### src/rtl/vote_confidence_accumulator_unit_assert.svh
// ----------------------------------------------------------------------------
// Vote confidence accumulator assertion macros
// Concurrent assertion wrappers used by the accumulator RTL; they compile
// away when SYNTHESIS is defined.
// ----------------------------------------------------------------------------
`ifndef VOTE_CONFIDENCE_ACCUMULATOR_UNIT_ASSERT_SVH
`define VOTE_CONFIDENCE_ACCUMULATOR_UNIT_ASSERT_SVH

`ifndef SYNTHESIS

// Check prop on every rising edge of ck outside of reset.
`define VCA_ASSERT(lbl, ck, rn, prop, msg) \
    lbl: assert property (@(posedge ck) disable iff (!(rn)) (prop)) else $error(msg);

// Check that cons holds in the same cycle as ante.
`define VCA_ASSERT_IMPL(lbl, ck, rn, ante, cons, msg) \
    `VCA_ASSERT(lbl, ck, rn, (ante) |-> (cons), msg)

// Check that cons holds in the cycle after ante.
`define VCA_ASSERT_NEXT(lbl, ck, rn, ante, cons, msg) \
    `VCA_ASSERT(lbl, ck, rn, (ante) |=> (cons), msg)

`else

`define VCA_ASSERT(lbl, ck, rn, prop, msg)
`define VCA_ASSERT_IMPL(lbl, ck, rn, ante, cons, msg)
`define VCA_ASSERT_NEXT(lbl, ck, rn, ante, cons, msg)

`endif

`endif

### src/rtl/vca_pkg.sv
// ----------------------------------------------------------------------------
// Vote confidence accumulator package
// Widths, codes and shared types of the per-slot confidence table.
// ----------------------------------------------------------------------------
package vca_pkg;

    localparam int SLOTS    = 256;
    localparam int SLOT_W   = 8;
    localparam int VOTE_W   = 11;
    localparam int STREAK_W = 8;
    localparam int ROUNDS_W = 8;
    localparam int CFG_IDX_W = 2;

    localparam logic [VOTE_W-1:0] MAX_COMMITTEE = VOTE_W'(1024);

    localparam logic [1:0] VERDICT_UNDECIDED = 2'd0;
    localparam logic [1:0] VERDICT_ACCEPT    = 2'd1;
    localparam logic [1:0] VERDICT_REJECT    = 2'd2;

    localparam logic [CFG_IDX_W-1:0] REG_COMMITTEE_SIZE = 2'd0;
    localparam logic [CFG_IDX_W-1:0] REG_VOTE_THRESHOLD = 2'd1;
    localparam logic [CFG_IDX_W-1:0] REG_CONFIRM_ROUNDS = 2'd2;

    localparam logic [VOTE_W-1:0]   RESET_COMMITTEE_SIZE = VOTE_W'(20);
    localparam logic [VOTE_W-1:0]   RESET_VOTE_THRESHOLD = VOTE_W'(14);
    localparam logic [ROUNDS_W-1:0] RESET_CONFIRM_ROUNDS = ROUNDS_W'(20);

    typedef struct packed {
        logic [STREAK_W-1:0] streak;
        logic                pref;
        logic                has_pref;
        logic                decided;
        logic [1:0]          outcome;
    } entry_t;

    localparam int ENTRY_W = $bits(entry_t);

    typedef struct packed {
        logic [VOTE_W-1:0]   committee_size;
        logic [VOTE_W-1:0]   vote_threshold;
        logic [ROUNDS_W-1:0] confirm_rounds;
    } cfg_t;

endpackage

### src/rtl/vca_table.sv
// ----------------------------------------------------------------------------
// Vote confidence slot table
// Synchronous slot memory with registered read data, per-entry valid bits
// that make unwritten entries read as zero, and same-edge write bypass.
// ----------------------------------------------------------------------------
module vca_table (
    input  logic                        clk,
    input  logic                        rst_n,
    input  logic                        rd_en,
    input  logic [vca_pkg::SLOT_W-1:0]  rd_addr,
    output vca_pkg::entry_t             rd_data,
    input  logic                        wr_en,
    input  logic [vca_pkg::SLOT_W-1:0]  wr_addr,
    input  vca_pkg::entry_t             wr_data
);
    import vca_pkg::*;

    logic [ENTRY_W-1:0] mem [SLOTS];
    logic [SLOTS-1:0]   valid_reg;
    logic [ENTRY_W-1:0] rd_q_reg;
    logic               rd_valid_reg;
    logic               rd_hit_reg;
    entry_t             rd_byp_reg;

    always_ff @(posedge clk)
    begin
        if (wr_en)
        begin
            mem[wr_addr] <= wr_data;
        end
        if (rd_en)
        begin
            rd_q_reg   <= mem[rd_addr];
            rd_byp_reg <= wr_data;
        end
    end

    always_ff @(posedge clk or negedge rst_n)
    begin
        if (!rst_n)
        begin
            valid_reg    <= '0;
            rd_valid_reg <= 1'b0;
            rd_hit_reg   <= 1'b0;
        end
        else
        begin
            if (wr_en)
            begin
                valid_reg[wr_addr] <= 1'b1;
            end
            if (rd_en)
            begin
                rd_valid_reg <= valid_reg[rd_addr];
                rd_hit_reg   <= wr_en && (wr_addr == rd_addr);
            end
        end
    end

    always_comb
    begin
        if (rd_hit_reg)
        begin
            rd_data = rd_byp_reg;
        end
        else if (rd_valid_reg)
        begin
            rd_data = entry_t'(rd_q_reg);
        end
        else
        begin
            rd_data = '0;
        end
    end

endmodule

### src/rtl/vca_update.sv
// ----------------------------------------------------------------------------
// Vote confidence round update
// Clamps one round's votes and computes the slot's next streak, preference
// and verdict from its current table entry.
// ----------------------------------------------------------------------------
module vca_update (
    input  vca_pkg::cfg_t               cfg,
    input  logic [vca_pkg::VOTE_W-1:0]  yes_votes,
    input  logic [vca_pkg::VOTE_W-1:0]  total_votes,
    input  vca_pkg::entry_t             cur,
    output vca_pkg::entry_t             nxt
);
    import vca_pkg::*;

    logic [VOTE_W-1:0] k;
    logic [VOTE_W-1:0] tot;
    logic [VOTE_W-1:0] yes;
    logic [VOTE_W-1:0] no;
    logic              yes_wins;
    logic              decisive;

    always_comb
    begin
        k   = (cfg.committee_size > MAX_COMMITTEE) ? MAX_COMMITTEE : cfg.committee_size;
        tot = (total_votes > k) ? k : total_votes;
        yes = (yes_votes > tot) ? tot : yes_votes;
        no  = tot - yes;
        yes_wins = (yes >= cfg.vote_threshold);
        decisive = yes_wins || (no >= cfg.vote_threshold);

        nxt = cur;
        if (!cur.decided && (tot != '0))
        begin
            if (decisive)
            begin
                if (cur.has_pref && (cur.pref == yes_wins))
                begin
                    if (cur.streak != '1)
                    begin
                        nxt.streak = cur.streak + STREAK_W'(1);
                    end
                end
                else
                begin
                    nxt.streak = STREAK_W'(1);
                end
                nxt.pref     = yes_wins;
                nxt.has_pref = 1'b1;
            end
            else
            begin
                nxt.streak = '0;
            end

            if (nxt.streak >= cfg.confirm_rounds)
            begin
                nxt.decided = 1'b1;
                nxt.outcome = nxt.pref ? VERDICT_ACCEPT : VERDICT_REJECT;
            end
        end
    end

endmodule

### src/rtl/vote_confidence_accumulator_unit.sv
// ----------------------------------------------------------------------------
// Vote confidence accumulator
// Per-slot consecutive-confirmation counter with latched accept or reject.
// ----------------------------------------------------------------------------
// Usage:
//   s_tdata carries one voting round (slot, yes count, total count). Every
//   accepted round returns one result on m_tdata: the slot's verdict and
//   confidence after the round, in order of acceptance.
//   cfg_valid/cfg_index/cfg_data write committee size, vote threshold and
//   confirm rounds; cfg_ready is always high. Write only while idle.
// Pipeline: the round is accepted and the table read is registered at the
//   same edge; the result register loads when the read stage advances, which
//   a held result can delay, and m_tvalid then rises.
// Throughput: one round per cycle while results are taken. The slot table
//   does one read and one write-back per cycle; a write at the same edge as
//   a read of that slot is bypassed into the read data, so rounds for one
//   slot may follow each other back to back.
// Reset: the configuration returns to 20 / 14 / 20 and every slot reads as
//   zero through per-slot valid bits; no clearing pass, rounds are taken
//   from the first cycle after reset.
// Stall: while m_tready is low the finished result holds, one more round
//   waits in the read stage, and s_tready drops until the result is taken.
// ----------------------------------------------------------------------------
`include "vote_confidence_accumulator_unit_assert.svh"

module vote_confidence_accumulator_unit (
    input  logic                           clk,
    input  logic                           rst_n,
    input  logic                           s_tvalid,
    output logic                           s_tready,
    // [7:0] item_slot, [18:8] yes_votes, [29:19] total_votes, [31:30] zero
    input  logic [31:0]                    s_tdata,
    output logic                           m_tvalid,
    input  logic                           m_tready,
    // [1:0] verdict, [9:2] confidence, [15:10] zero
    output logic [15:0]                    m_tdata,
    input  logic                           cfg_valid,
    output logic                           cfg_ready,
    input  logic [vca_pkg::CFG_IDX_W-1:0]  cfg_index,
    input  logic [vca_pkg::VOTE_W-1:0]     cfg_data
);
    import vca_pkg::*;

    cfg_t                cfg_reg;
    logic                s1_valid_reg;
    logic [SLOT_W-1:0]   s1_slot_reg;
    logic [VOTE_W-1:0]   s1_yes_reg;
    logic [VOTE_W-1:0]   s1_total_reg;
    logic                out_valid_reg;
    logic [1:0]          out_verdict_reg;
    logic [STREAK_W-1:0] out_conf_reg;

    logic                in_fire;
    logic                s1_adv;
    entry_t              cur;
    entry_t              nxt;

    assign cfg_ready = 1'b1;
    assign s1_adv    = s1_valid_reg && (!out_valid_reg || m_tready);
    assign s_tready  = !s1_valid_reg || s1_adv;
    assign in_fire   = s_tvalid && s_tready;

    always_ff @(posedge clk or negedge rst_n)
    begin
        if (!rst_n)
        begin
            cfg_reg.committee_size <= RESET_COMMITTEE_SIZE;
            cfg_reg.vote_threshold <= RESET_VOTE_THRESHOLD;
            cfg_reg.confirm_rounds <= RESET_CONFIRM_ROUNDS;
        end
        else if (cfg_valid)
        begin
            case (cfg_index)
                REG_COMMITTEE_SIZE: cfg_reg.committee_size <= cfg_data;
                REG_VOTE_THRESHOLD: cfg_reg.vote_threshold <= cfg_data;
                REG_CONFIRM_ROUNDS: cfg_reg.confirm_rounds <= cfg_data[ROUNDS_W-1:0];
                default: ;
            endcase
        end
    end

    vca_table u_table (
        .clk     (clk),
        .rst_n   (rst_n),
        .rd_en   (in_fire),
        .rd_addr (s_tdata[SLOT_W-1:0]),
        .rd_data (cur),
        .wr_en   (s1_adv),
        .wr_addr (s1_slot_reg),
        .wr_data (nxt)
    );

    vca_update u_update (
        .cfg         (cfg_reg),
        .yes_votes   (s1_yes_reg),
        .total_votes (s1_total_reg),
        .cur         (cur),
        .nxt         (nxt)
    );

    // advance the read stage
    always_ff @(posedge clk or negedge rst_n)
    begin
        if (!rst_n)
        begin
            s1_valid_reg <= 1'b0;
        end
        else if (s_tready)
        begin
            s1_valid_reg <= s_tvalid;
        end
    end

    always_ff @(posedge clk)
    begin
        if (in_fire)
        begin
            s1_slot_reg  <= s_tdata[7:0];
            s1_yes_reg   <= s_tdata[18:8];
            s1_total_reg <= s_tdata[29:19];
        end
    end

    // hold the result until the transaction completes
    always_ff @(posedge clk or negedge rst_n)
    begin
        if (!rst_n)
        begin
            out_valid_reg <= 1'b0;
        end
        else if (s1_adv)
        begin
            out_valid_reg <= 1'b1;
        end
        else if (m_tready)
        begin
            out_valid_reg <= 1'b0;
        end
    end

    always_ff @(posedge clk)
    begin
        if (s1_adv)
        begin
            out_verdict_reg <= nxt.outcome;
            out_conf_reg    <= nxt.streak;
        end
    end

    assign m_tvalid = out_valid_reg;
    assign m_tdata  = {6'b0, out_conf_reg, out_verdict_reg};

    `VCA_ASSERT_NEXT(a_result_loaded, clk, rst_n, s1_adv, m_tvalid, "result register not loaded")
    `VCA_ASSERT_IMPL(a_decided_frozen, clk, rst_n, s1_adv && cur.decided, nxt == cur, "decided slot changed")
    `VCA_ASSERT_IMPL(a_decided_verdict, clk, rst_n, s1_adv && nxt.decided, nxt.outcome != VERDICT_UNDECIDED, "decided slot without verdict")
    `VCA_ASSERT_IMPL(a_no_overrun, clk, rst_n, in_fire && s1_valid_reg, s1_adv, "read stage overwritten")

endmodule

### config.mk
export PLATFORM = sky130hd
export DESIGN_NAME = vote_confidence_accumulator_unit
export DESIGN_NICKNAME = d
export VERILOG_FILES = /design/src/rtl/vca_pkg.sv /design/src/rtl/vca_table.sv /design/src/rtl/vca_update.sv /design/src/rtl/vote_confidence_accumulator_unit.sv
export VERILOG_INCLUDE_DIRS = /design/src /design/src/rtl
export SDC_FILE = /design/constraint.sdc
export NUM_CORES = 2
export LEC_CHECK = 0
export BUFFER_PORTS_ARGS = -buffer_cell sky130_fd_sc_hd__buf_2
export CORE_MARGIN = 2
export CORE_UTILIZATION = 60
export DETAILED_ROUTE_END_ITERATION = 16
export PLACE_DENSITY = 0.81
export SLEW_MARGIN = 20
export SYNTH_ARGS = -nofsm -noshare
export SYNTH_HDL_FRONTEND = slang
export SYNTH_SLANG_ARGS = --single-unit
### constraint.sdc
create_clock -name clk -period 61.3 [get_ports clk]
set_input_delay 6.13 -clock clk [delete_from_list [all_inputs] [get_ports clk]]
set_output_delay 6.13 -clock clk [all_outputs]
set_load 0.1 [all_outputs]
==> summary.md <==
| Metric | Value |
|---|---|
| Clock latency on the worst-skew pair | around 990 ps |
| Least-Margin Pin Slew | 1300 ps |
| Cell Pwr Density | 35.8 nW/um^2 |
| Antenna-violating nets left | 0 |
| Top-area cell type share of the netlist area | 0.715 |
| CTS Hold Bufs | 0 |
| CP arrival | 13,580 ps |
| CP endpoint kind | flop |
| CTS buffer count | 352 |
| Hold Startpoint | u_table.valid_reg[204] |
| # setup viols final | 0 |
| Peak supply drop | about 0.000056 V |
| CTS tree | yes |
| Crit path top cell by count | ha_1 |
| Cell taking the most area after synthesis | edfxtp_1 |
| Drt initial violations | approximately 12,000 |
| Share of layout cells above drive strength 1 | 0.293 |
| CP max FO | 90 |
| TritonCTS sink count | 3,684 |
| Clock-pin slew on the worst setup and hold paths | 60 ps |
| Register bit count reported by yosys | 3,684 |
| Fraction of the cycle the final worst path needs | 0.212 |
| Core Footprint | 236,000 sq um |
| DRC | 0 |
| I/O pins | 69 |
| Gr usage total | 0.301 |
| Post-CTS setup buffers | 0 |
| Status | complete, no violations |
| Die X | 492 microns |
| Post-DP HPWL | between 150,000 and 200,000 microns |
| Hold Fails Final Rpt | 0 |
| Pre-antenna DRT Iters | 9 |
| Leak Pwr | 0.0539 uW |
| Die area | 242,000 sq um |
| Layout Nets | about 7,200 |
| Worst Path Required | 61,890 ps |
| Setup TNS | 0 ps |
| Syn_area_per_cell | about 21 sq um |
| Yosys warns | 0 |
| Initial Util | 0.605 |
| Crit-path slowest cell | a2111oi_4 |
| Top_reg_cell synth | edfxtp_1 |
| Setup Crit Path Kind | reg -> reg |
| Critical Path Max Stage Delay | 1020 ps |
| Cells after Synth | 6,714 |
| Slew HR | 0.135 |
| Worst Setup SP | cfg_reg[29] |
| Largest net degree at the start of global routing | approximately 230 |
| Port bufs | 59 |
| Area Overhead vs Synth | 11.8% |
| Main area contributors after synthesis | edfxtp_1 (71%), mux4_2 (14%), dfrtp_1 (5.0%) |
| CTS resizes | 0 |
| Vias/cell | 7.10 |
| Most frequent cell after synthesis | edfxtp_1 |
| WL final | between 300,000 and 400,000 microns |
| H-Tree Depth | 5 |
| Antenna violations before repair | 7 |
| CTS max path bufs | 4 |
| Die Ht | about 500 microns |
| Max reg flops | 3,328 |
| Root Buffer | clkbuf_16 |
| Max-Cap Viols | 0 |
| Vias post-DR | roughly 74,000 |
| First-pass GRT wire length | 528,000 microns |
| Layout Skew | 55.4 ps |
| Hold Path Class | reg -> reg |
| Final Wtd Congestion | 0.878 |
| Drt wl/cell | 34.7 microns |
| Post-synth top cells | edfxtp_1 (3,394), mux4_2 (894), nor2_1 (314), dfrtp_1 (283), or2_2 (260) |
| Cell Area, Synth | 143,000 sq um |
| Seq/Total Area, Yosys | 0.766 |
| Synth cell types | 65 |
| Row count | 178 |
| Final Critical Period | between 10,000 and 15,000 ps |
| RSZ-0062 raised after global routing | false |
| Post-synth EDFFs | 3,394 |
| Gr ovfl total | 0 |
| Async set-reset flop share out of synthesis | 0.0787 |
| Slew Viols, Final | 0 |
| R2R Path Start | cfg_reg[29] |
| F_max | 0.0770 GHz |
| Vias in the first global route | 75,725 |
| Critical path launch point type | flop |
| Power, Total | ~5700 uW |
[stage by stage]
| stage | hold slack [ps] | worst slack, ps | instance area [sq um] | std cells | util |
|---|---|---|---|---|---|
| global route | 472 | 47510 | 159000 | 10485 | 0.676 |
| CTS | 462 | 47970 | 159000 | 10477 | 0.675 |
| detailed placement | 446 | 48120 | 148000 | 9848 | 0.627 |
| finish | 464 | 48310 | 159000 | 10489 | 0.676 |
| floorplan | 431 | 41870 | 143000 | 6719 | - |
| global placement | 444 | 48400 | 148000 | 9848 | 0.627 |
[critical path, delay by kind of cell, from the launching register on]
family          cells  cell delay [ps]
compound gates     21             5550
xor+xnor            1              170
fa+ha+maj           6             1740
buf+inv             6             2190
flops               1              440
mux                 2              790
simple gates        8             1600
[cells in the final DEF, fill, tap and decap left out, types with 9 or more instances in the layout]
| cell type | n |
|---|---|
| a221oi_1 | 105 |
| buf_2 | 56 |
| edfxtp_1 | 3394 |
| nor2b_1 | 15 |
| o21ai_0 | 37 |
| or2_2 | 260 |
| clkinv_2 | 55 |
| xor2_1 | 11 |
| nand2b_1 | 9 |
| inv_1 | 39 |
| buf_4 | 288 |
| bufinv_16 | 31 |
| o221ai_1 | 39 |
| dfrtp_1 | 283 |
| nand2_1 | 60 |
| mux2_2 | 39 |
| clkbuf_8 | 34 |
| nor3_1 | 43 |
| mux2i_1 | 26 |
| a22o_1 | 110 |
| clkinv_1 | 47 |
| a22oi_1 | 243 |
| clkinvlp_4 | 12 |
| nand4_1 | 10 |
| ha_1 | 63 |
| nor2_1 | 275 |
| a21oi_1 | 137 |
| clkbuf_16 | 360 |
| clkbuf_1 | 77 |
| o31ai_1 | 11 |
| o22ai_1 | 26 |
| buf_12 | 18 |
| nor2_2 | 36 |
| nand3_1 | 30 |
| mux4_2 | 894 |
[final cells by class]
type	count	area [sq um]
sequential	3684	109000
fill	13242	76500
multi-input combinational	2604	31700
clock buffer	471	9770
tap	3150	3940
timing repair buffer	374	3010
clock inverter	158	1610
inverter	41	154
antenna	7	17.5
[worst paths after layout]
path | end | slack (ps) | depth (start not counted)
max | u_table.mem[41][0] | 48310 | 44
min | u_table.valid_reg[204] | 460 | 1
max reg2reg | u_table.mem[41][0] | 48310 | 44
min reg2reg | u_table.valid_reg[204] | 460 | 1
max in group asynchronous | u_table.valid_reg[59] | 54610 | 2
min in group asynchronous | u_table.valid_reg[205] | 5170 | 1
[kinds of logic (layout without fill, tap and decap cells)]
group / Yosys count / after routing / synth area share
AOI/OAI and AO/OA: 771 / 771 / 0.0397
xor gates and xnor gates: 17 / 17 / 0.00104
adders and majority gates: 64 / 64 / 0.00567
buffers and inverters: 431 / 1044 / 0.0145
DFF: 3684 / 3684 / 0.766
muxes: 962 / 962 / 0.146
other: 2 / 14 / 0.0000527
and+or+nand+nor: 783 / 783 / 0.0272
[per-layer routing]
layer	wire, microns	track usage	share of wire
met1	124000	0.398	0.34
met2	177000	0.477	0.49
met3	41000	0.0674	0.11
met4	22400	0.157	0.062
met5	28	0	0.000077
[power breakdown]
group / internal, uW / switching (uW)
registers: 2960 / 15.7
clock network: 1250 / 924
logic: 151 / 415
(Power assumes the default switching activity.)
